==> src/rtl/nsf_pkg.sv <==
`default_nettype none
package nsf_pkg;

  localparam int MAX_LINE_LEN_DEF = 128;
  localparam int MAX_FIELDS_DEF   = 32;

  localparam logic [7:0] CHAR_DOLLAR = 8'h24;
  localparam logic [7:0] CHAR_STAR   = 8'h2a;
  localparam logic [7:0] CHAR_COMMA  = 8'h2c;
  localparam logic [7:0] CHAR_CR     = 8'h0d;
  localparam logic [7:0] CHAR_LF     = 8'h0a;

  typedef enum logic [1:0] {
    EV_NONE      = 2'd0,
    EV_VALID     = 2'd1,
    EV_CKSUM_ERR = 2'd2,
    EV_OVERFLOW  = 2'd3
  } event_t;

  // per-sentence framing state, bit4 of a digit marks a non-hex character
  typedef struct packed {
    logic       collecting;
    logic [7:0] body_length;
    logic [7:0] running_xor;
    logic [7:0] xor_at_last_star;
    logic       star_seen;
    logic [1:0] chars_after_star;
    logic [4:0] high_digit;
    logic [4:0] low_digit;
    logic [7:0] comma_count;
    logic [7:0] commas_at_last_star;
  } frame_state_t;

  typedef struct packed {
    event_t     event_res;
    logic       stored;
    logic [6:0] position;
    logic [5:0] field_count;
    logic [7:0] computed_sum;
  } step_res_t;

  function automatic logic [4:0] hex_code(input logic [7:0] c);
    logic [4:0] v;
    v = 5'h10;
    if (c >= 8'h30 && c <= 8'h39) v = 5'(c - 8'h30);
    else if (c >= 8'h41 && c <= 8'h46) v = 5'(c - 8'h41 + 8'd10);
    else if (c >= 8'h61 && c <= 8'h66) v = 5'(c - 8'h61 + 8'd10);
    return v;
  endfunction

endpackage
`default_nettype wire

==> src/rtl/nsf_rx_if.sv <==
`default_nettype none
interface nsf_rx_if;
  logic       valid;
  logic       ready;
  logic [7:0] rx_byte;

  modport source (output valid, output rx_byte, input ready);
  modport sink (input valid, input rx_byte, output ready);
endinterface
`default_nettype wire

==> src/rtl/nsf_res_if.sv <==
`default_nettype none
interface nsf_res_if;
  logic        valid;
  logic        ready;
  logic [1:0]  event_res;
  logic        stored;
  logic [6:0]  position;
  logic [5:0]  field_count;
  logic [7:0]  computed_sum;
  logic [31:0] valid_total;
  logic [31:0] checksum_error_total;
  logic [31:0] overflow_total;

  modport source (
    output valid, output event_res, output stored, output position,
    output field_count, output computed_sum, output valid_total,
    output checksum_error_total, output overflow_total, input ready
  );
  modport sink (
    input valid, input event_res, input stored, input position,
    input field_count, input computed_sum, input valid_total,
    input checksum_error_total, input overflow_total, output ready
  );
endinterface
`default_nettype wire

==> src/rtl/nsf_step.sv <==
`default_nettype none
module nsf_step
  import nsf_pkg::*;
#(
  parameter int MAX_LINE_LEN = MAX_LINE_LEN_DEF,
  parameter int MAX_FIELDS   = MAX_FIELDS_DEF
) (
  input  wire frame_state_t cur,
  input  wire logic [7:0]   rx_byte,
  output frame_state_t      nxt,
  output step_res_t         res
);

  localparam logic [7:0] LEN_LIMIT   = 8'(MAX_LINE_LEN);
  localparam logic [8:0] FIELD_LIMIT = 9'(MAX_FIELDS);

  logic       sum_ok;
  logic [8:0] fields;

  always_comb begin
    nxt    = cur;
    res    = '0;
    sum_ok = 1'b0;
    fields = 9'({1'b0, cur.commas_at_last_star}) + 9'd1;
    if (fields > FIELD_LIMIT) fields = FIELD_LIMIT;

    if (rx_byte == CHAR_DOLLAR) begin
      nxt            = '0;
      nxt.collecting = 1'b1;
    end else if (cur.collecting) begin
      if (rx_byte == CHAR_CR || rx_byte == CHAR_LF) begin
        nxt = '0;
        res.computed_sum = cur.star_seen ? cur.xor_at_last_star : cur.running_xor;
        sum_ok = cur.star_seen && cur.chars_after_star >= 2'd2 &&
                 !cur.high_digit[4] && !cur.low_digit[4] &&
                 cur.xor_at_last_star == {cur.high_digit[3:0], cur.low_digit[3:0]};
        if (sum_ok) begin
          res.event_res   = EV_VALID;
          res.field_count = fields[5:0];
        end else begin
          res.event_res = EV_CKSUM_ERR;
        end
      end else if (cur.body_length >= LEN_LIMIT) begin
        nxt           = '0;
        res.event_res = EV_OVERFLOW;
      end else begin
        res.stored      = 1'b1;
        res.position    = cur.body_length[6:0];
        nxt.body_length = cur.body_length + 8'd1;
        if (rx_byte == CHAR_STAR) begin
          nxt.star_seen           = 1'b1;
          nxt.xor_at_last_star    = cur.running_xor;
          nxt.commas_at_last_star = cur.comma_count;
          nxt.chars_after_star    = 2'd0;
          nxt.high_digit          = 5'd0;
          nxt.low_digit           = 5'd0;
        end else if (cur.star_seen) begin
          if (cur.chars_after_star == 2'd0) nxt.high_digit = hex_code(rx_byte);
          else if (cur.chars_after_star == 2'd1) nxt.low_digit = hex_code(rx_byte);
          if (cur.chars_after_star != 2'd3) nxt.chars_after_star = cur.chars_after_star + 2'd1;
        end
        if (rx_byte == CHAR_COMMA && cur.comma_count != 8'hff) begin
          nxt.comma_count = cur.comma_count + 8'd1;
        end
        nxt.running_xor = cur.running_xor ^ rx_byte;
      end
    end
  end

endmodule
`default_nettype wire

==> src/rtl/nmea_sentence_framer_top.sv <==
// NMEA 0183 sentence framer: takes one received byte per transaction and gives
// exactly one result per byte, one byte per cycle sustained unless stalled. The
// framing step is a single pass of logic from the held sentence state to the
// result register; a new byte is taken whenever the result register is empty
// or being taken. A '$' starts or restarts a sentence, CR or LF ends it, and
// the result carries the event, the XOR of the body up to the last '*' if any,
// and for a valid sentence the field count. The three 32-bit totals are the
// counts after the byte of that result and wrap. No startup delay after reset.
`default_nettype none
module nmea_sentence_framer_top
  import nsf_pkg::*;
#(
  parameter int MAX_LINE_LEN = MAX_LINE_LEN_DEF,
  parameter int MAX_FIELDS   = MAX_FIELDS_DEF
) (
  input wire logic  clk,
  input wire logic  rst,
  nsf_rx_if.sink    rx,
  nsf_res_if.source result
);

  frame_state_t st;
  frame_state_t st_next;
  step_res_t    step_res;
  step_res_t    res;
  logic         res_valid;
  logic [31:0]  valid_counter;
  logic [31:0]  checksum_error_counter;
  logic [31:0]  overflow_counter;
  logic         accept;

  nsf_step #(
    .MAX_LINE_LEN(MAX_LINE_LEN),
    .MAX_FIELDS  (MAX_FIELDS)
  ) u_step (
    .cur    (st),
    .rx_byte(rx.rx_byte),
    .nxt    (st_next),
    .res    (step_res)
  );

  assign rx.ready = !res_valid || result.ready;
  assign accept   = rx.valid && rx.ready;

  always_ff @(posedge clk) begin
    if (rst) begin
      st                     <= '0;
      res_valid              <= 1'b0;
      valid_counter          <= '0;
      checksum_error_counter <= '0;
      overflow_counter       <= '0;
    end else if (accept) begin
      st        <= st_next;
      res_valid <= 1'b1;
      case (step_res.event_res)
        EV_VALID:     valid_counter <= valid_counter + 32'd1;
        EV_CKSUM_ERR: checksum_error_counter <= checksum_error_counter + 32'd1;
        EV_OVERFLOW:  overflow_counter <= overflow_counter + 32'd1;
        default:      ;
      endcase
    end else if (result.ready) begin
      res_valid <= 1'b0;
    end
  end

  // payload needs no reset
  always_ff @(posedge clk) begin
    if (accept) res <= step_res;
  end

  // counters only move on the transaction that also loads the result register
  assign result.valid                = res_valid;
  assign result.event_res            = res.event_res;
  assign result.stored               = res.stored;
  assign result.position             = res.position;
  assign result.field_count          = res.field_count;
  assign result.computed_sum         = res.computed_sum;
  assign result.valid_total          = valid_counter;
  assign result.checksum_error_total = checksum_error_counter;
  assign result.overflow_total       = overflow_counter;

endmodule
`default_nettype wire

==> src/flat_wrapper.sv <==
// flat-port wrapper written by rule: the top's interface ports become plain ports
module nmea_sentence_framer_top_flat import nsf_pkg::*;
#(
  parameter int MAX_LINE_LEN = MAX_LINE_LEN_DEF,
  parameter int MAX_FIELDS   = MAX_FIELDS_DEF
)
  (clk, rst, rx_valid, rx_rx_byte, rx_ready, result_valid, result_event_res, result_stored, result_position, result_field_count, result_computed_sum, result_valid_total, result_checksum_error_total, result_overflow_total, result_ready);
  nsf_rx_if rx_i ();
  nsf_res_if result_i ();
  input wire logic clk;
  input wire logic rst;
  input wire logic [$bits(rx_i.valid)-1:0] rx_valid;
  input wire logic [$bits(rx_i.rx_byte)-1:0] rx_rx_byte;
  output wire logic [$bits(rx_i.ready)-1:0] rx_ready;
  output wire logic [$bits(result_i.valid)-1:0] result_valid;
  output wire logic [$bits(result_i.event_res)-1:0] result_event_res;
  output wire logic [$bits(result_i.stored)-1:0] result_stored;
  output wire logic [$bits(result_i.position)-1:0] result_position;
  output wire logic [$bits(result_i.field_count)-1:0] result_field_count;
  output wire logic [$bits(result_i.computed_sum)-1:0] result_computed_sum;
  output wire logic [$bits(result_i.valid_total)-1:0] result_valid_total;
  output wire logic [$bits(result_i.checksum_error_total)-1:0] result_checksum_error_total;
  output wire logic [$bits(result_i.overflow_total)-1:0] result_overflow_total;
  input wire logic [$bits(result_i.ready)-1:0] result_ready;
  assign rx_i.valid = rx_valid;
  assign rx_i.rx_byte = rx_rx_byte;
  assign rx_ready = rx_i.ready;
  assign result_valid = result_i.valid;
  assign result_event_res = result_i.event_res;
  assign result_stored = result_i.stored;
  assign result_position = result_i.position;
  assign result_field_count = result_i.field_count;
  assign result_computed_sum = result_i.computed_sum;
  assign result_valid_total = result_i.valid_total;
  assign result_checksum_error_total = result_i.checksum_error_total;
  assign result_overflow_total = result_i.overflow_total;
  assign result_i.ready = result_ready;
  nmea_sentence_framer_top #(.MAX_LINE_LEN(MAX_LINE_LEN), .MAX_FIELDS(MAX_FIELDS)) u_core (.clk(clk), .rst(rst), .rx(rx_i), .result(result_i));
endmodule
==> config.mk <==
export PLATFORM = sky130hd
export DESIGN_NAME = nmea_sentence_framer_top_flat
export DESIGN_NICKNAME = d
export VERILOG_FILES = /design/src/rtl/nsf_pkg.sv /design/src/rtl/nsf_rx_if.sv /design/src/rtl/nsf_res_if.sv /design/src/rtl/nsf_step.sv /design/src/rtl/nmea_sentence_framer_top.sv /design/src/flat_wrapper.sv
export SDC_FILE = /design/constraint.sdc
export NUM_CORES = 1
export LEC_CHECK = 0
export ABC_AREA = 1
export BUFFER_PORTS_ARGS = -buffer_cell sky130_fd_sc_hd__clkbuf_2
export CORE_UTILIZATION = 43
export CTS_CLUSTER_DIAMETER = 50
export DETAILED_ROUTE_END_ITERATION = 10
export PLACE_DENSITY = 0.73
export SLEW_MARGIN = 5
export SYNTH_ARGS = -nofsm -noshare
export SYNTH_HDL_FRONTEND = slang
export SYNTH_SLANG_ARGS = --single-unit
export TNS_END_PERCENT = 1
==> constraint.sdc <==
create_clock -name clk -period 2 [get_ports clk]
set_input_delay 0.2 -clock clk [delete_from_list [all_inputs] [get_ports clk]]
set_output_delay 0.2 -clock clk [all_outputs]
set_load 0.05 [all_outputs]
==> impl_metrics.csv <==
group,metric,value,unit
pwr,leakagePower,4.58,nW
clock_tree,clkLatencyLatePin,0.43,ns
global_routing,grt_pass1_vias,8993,
placed_design,place.gp.congestion,0.978,
placed_design,dp_slack,-0.0135,ns
critical_path,r2r_setup_slack,0.11,ns
timing,slew_violations,0,
timing,finalHoldViolCount,0,
timing,tightestPinTransition,0.810,ns
flow_run,maxCapViolations,0,
yosys,syn_nets,1473,
cells_and_area,drive_gt1_share,17.9,%
worst_hold_path,hold_class,"input port to flip-flop",
yosys,ys_top_cells_by_area,"dfxtp_1 (30%), nand2_1 (17%), nor2_1 (7.8%)",
timing,skew,0.00939,ns
pwr,vdd_drop_max,0.000487,V
yosys,synth_area,10000,um^2
timing,rsz0062_at_grt,"yes",
worst_hold_path,min_path_cells,4,
routing,first_iter_violations,836,
critical_path,arrival,2.25,ns
pwr,power_density,610,nW/um^2
cells_and_area,syn_to_final_growth,19.9,%
yosys,ys.flop_type,"dfxtp_1",
clock_tree,numCtsBuffers,17,
yosys,netlist-cell-type-count,42,
timing,setup_viol,0,
routing,drc,0,
routing,first_pass_iters,5,
timing,max_slew_margin,45.9,%
global_routing,grt_pass1_wl,44.0,mm
global_routing,grt_max_degree,74,
yosys,synth_top_cell_by_area,"dfxtp_1",
global_routing,grt_use_met3,3.47,%
critical_path,required,2.36,ns
global_routing,top_usage_layer,"met2",
cells_and_area,diodes,0,
critical_path,crit_path_start_kind,"flip-flop",
pwr,switching_share,22.8,%
die,die_x,155,um
yosys,synth_common_cells,"nand2_1 (445), nor2_1 (209), dfxtp_1 (151), a21oi_1 (123), inv_1 (104)",
global_routing,use_met1,31.1,%
cells_and_area,fillers,2257,
yosys,yosysSeqAreaShare,37.4,%
worst_hold_path,hold_path_end,"u_core.result.valid$_SDFFE_PP0P_",
routing,routedWlPerCell,13.9,um
clock_tree,clock-sinks,175,
clock_tree,root_buffer,"clkbuf_16",
clock_tree,cts.clk_slew.worst_paths,0.07,ns
critical_path,endpoint_kind,"flip-flop",
routing,routed_wl,26.8,mm
global_routing,use_met2,36.2,%
routing,vias_per_cell,5.12,
clock_tree,clockBufferDepth,2,
status,status,"completed",
die,fp.dieH,155,um
yosys,synthCells,1444,
critical_path,r2r_end,"u_core.result.checksum_error_total[20]$_SDFFE_PP0P_",
critical_path,critical_path_peak_fanout,17,
timing,fin_ws,0.110,ns
yosys,yosysWarnings,0,
placed_design,hpwl,19.6,mm
timing,setup_tns,0,ns
critical_path,crit_type,"flip-flop to flip-flop",
critical_path,rr_worst_depth,13,
die,core,22800,um^2
clock_tree,cts_hold_buf,0,
timing,period_share,94.5,%
pwr,power_frac_seq,49.0,%
pwr,clockPowerShare,46.9,%
die,io_pins,134,
global_routing,grt_overflow,0,
yosys,synth-async-reset-ratio,0,%
timing,fin_hold_ws,0.0421,ns
clock_tree,htreeDepth,4,
yosys,synth_top_area_share,30.2,%
cells_and_area,nets,1635,
die,start_util,44.0,%
global_routing,track_usage,22.6,%
clock_tree,cts_tree,"built",
yosys,avgSynthCellArea,6.94,um^2
worst_hold_path,hold_start,"result_ready",
die,die_area,23900,um^2
pwr,p_switching,1.67,mW
pwr,internal-power,5.65,mW
die,core.rowCount,55,
critical_path,r2r-start,"u_core.st[26]$_SDFFE_PP0P_",
yosys,synth_edf_count,24,
placed_design,port_buffers,133,
yosys,yosysMostFrequentCell,"nand2_1",
routing,vias,9892,
timing,fmax,529,MHz
yosys,ys_ff_latch,175,
timing,period_needed,1.89,ns
global_routing,antenna_found_initial,0,
routing,ant_nets,0,
pwr,comb_power_share,4.1,%
==> worst max path at each step <==
stage,from,cells past startpoint,end
2_1_floorplan,u_core.result.valid_total[1]$_SDFFE_PP0P_,10,u_core.result.valid_total[16]$_SDFFE_PP0P_
3_3_place_gp,rx_rx_byte[1],11,u_core.result.field_count[0]$_SDFFCE_PP0P_
3_5_place_dp,rx_rx_byte[1],11,u_core.result.field_count[0]$_SDFFCE_PP0P_
4_1_cts,u_core.st[26]$_SDFFE_PP0P_,9,u_core.result.field_count[0]$_SDFFCE_PP0P_
5_1_grt,u_core.st[32]$_SDFFE_PP0P_,12,u_core.result.valid_total[7]$_SDFFE_PP0P_
6_report,u_core.st[26]$_SDFFE_PP0P_,13,u_core.result.checksum_error_total[20]$_SDFFE_PP0P_
==> power by group through the flow <==
stage,Clock [mW],Combinational (mW),Sequential (mW)
final,3.44,0.300,3.59
after global routing,3.63,0.324,3.59
after CTS,3.50,0.301,3.59
after detailed placement,0,0.301,3.67
after global placement,0,0.300,3.67
after floorplan,0,0.121,3.75
==> critical path, cell delays in order, from the launching register on <==
cell and delay (ns):
dfxtp_2 0.37, inv_2 0.06, ha_1 0.18, nor2_1 0.14, nor2_1 0.08, nand3_2 0.11
nor2_4 0.05, nor2_4 0.11, nand2_1 0.10, nor2_4 0.13, buf_12 0.14, clkbuf_16 0.17
nand2_1 0.06, a21oi_1 0.12
==> routing by layer <==
| layer | up-vias | share of wire, % | routed length (um) |
|---|---|---|---|
| li1 | 4981 | - | - |
| met1 | 4557 | 48 | 12800 |
| met2 | 310 | 45 | 12100 |
| met3 | 44 | 5.5 | 1470 |
| met4 | 0 | 1.8 | 483 |
| met5 | - | 0 | 0 |
==> cells in the final DEF (no fill, tap or decap), types with 4 or more instances in the layout <==
master,n
nor2_1,208
a21oi_2,12
xnor2_1,33
dfxtp_1,146
buf_4,44
nor2_4,5
a21oi_1,123
nand3_2,5
clkbuf_1,5
nand4_1,47
inv_2,9
dfxtp_2,5
nand2_1,444
nor3_1,41
nand3_1,37
clkbuf_16,20
clkbuf_2,132
nor2_2,4
o21ai_0,29
ha_1,17
inv_1,101
nand2_2,14
buf_12,8
xor2_1,59
edfxtp_1,24
nand3b_1,6
==> state kept, by name, indices dropped and copies added (netlist names) <==
signal / flops
u_core.result.event_res: 2
u_core.result.overflow_total: 32
u_core.result.valid: 1
u_core.result.field_count: 6
u_core.result.checksum_error_total: 32
u_core.result.position: 7
u_core.result.computed_sum: 8
u_core.st: 54
u_core.result.valid_total: 32
u_core.result.stored: 1
==> what timing repair did <==
action,4_1_cts,5_1_grt
buffers inserted,0,1
resized for setup,0,11
setup endpoints to repair,0,60
==> layout make-up <==
type	instances	area [um^2]	area share (%)
clock buffers	23	458	3.81
clock inverters	9	134	1.11
inverters	114	439	3.66
multi-input cells	1110	5600	46.6
flip-flops and latches	175	3750	31.2
well taps	313	392	3.26
repair buffers	188	1240	10.3
==> stage by stage <==
step	util [%]	cell area, um^2	power [mW]	cells
4_1_cts	52.2	11900	7.39	1928
6_report	52.7	12000	7.33	1932
5_1_grt	52.7	12000	7.54	1932
3_5_place_dp	49.6	11300	3.97	1896
2_1_floorplan	-	10000	3.87	1444
3_3_place_gp	49.6	11300	3.97	1896
==> logic make-up (layout without fill, tap and decap cells) <==
| group | count (synthesis) | after routing | synth area share [%] |
|---|---|---|---|
| xor gates and xnor gates | 92 | 92 | 8.04 |
| DFF | 175 | 175 | 37.4 |
| and+or+nand+nor | 829 | 829 | 36.1 |
| AOI/OAI and AO/OA | 172 | 172 | 9.46 |
| buffers and inverters | 159 | 334 | 6.93 |
| adders and majority gates | 17 | 17 | 2.12 |
(Power assumes the default switching activity.)
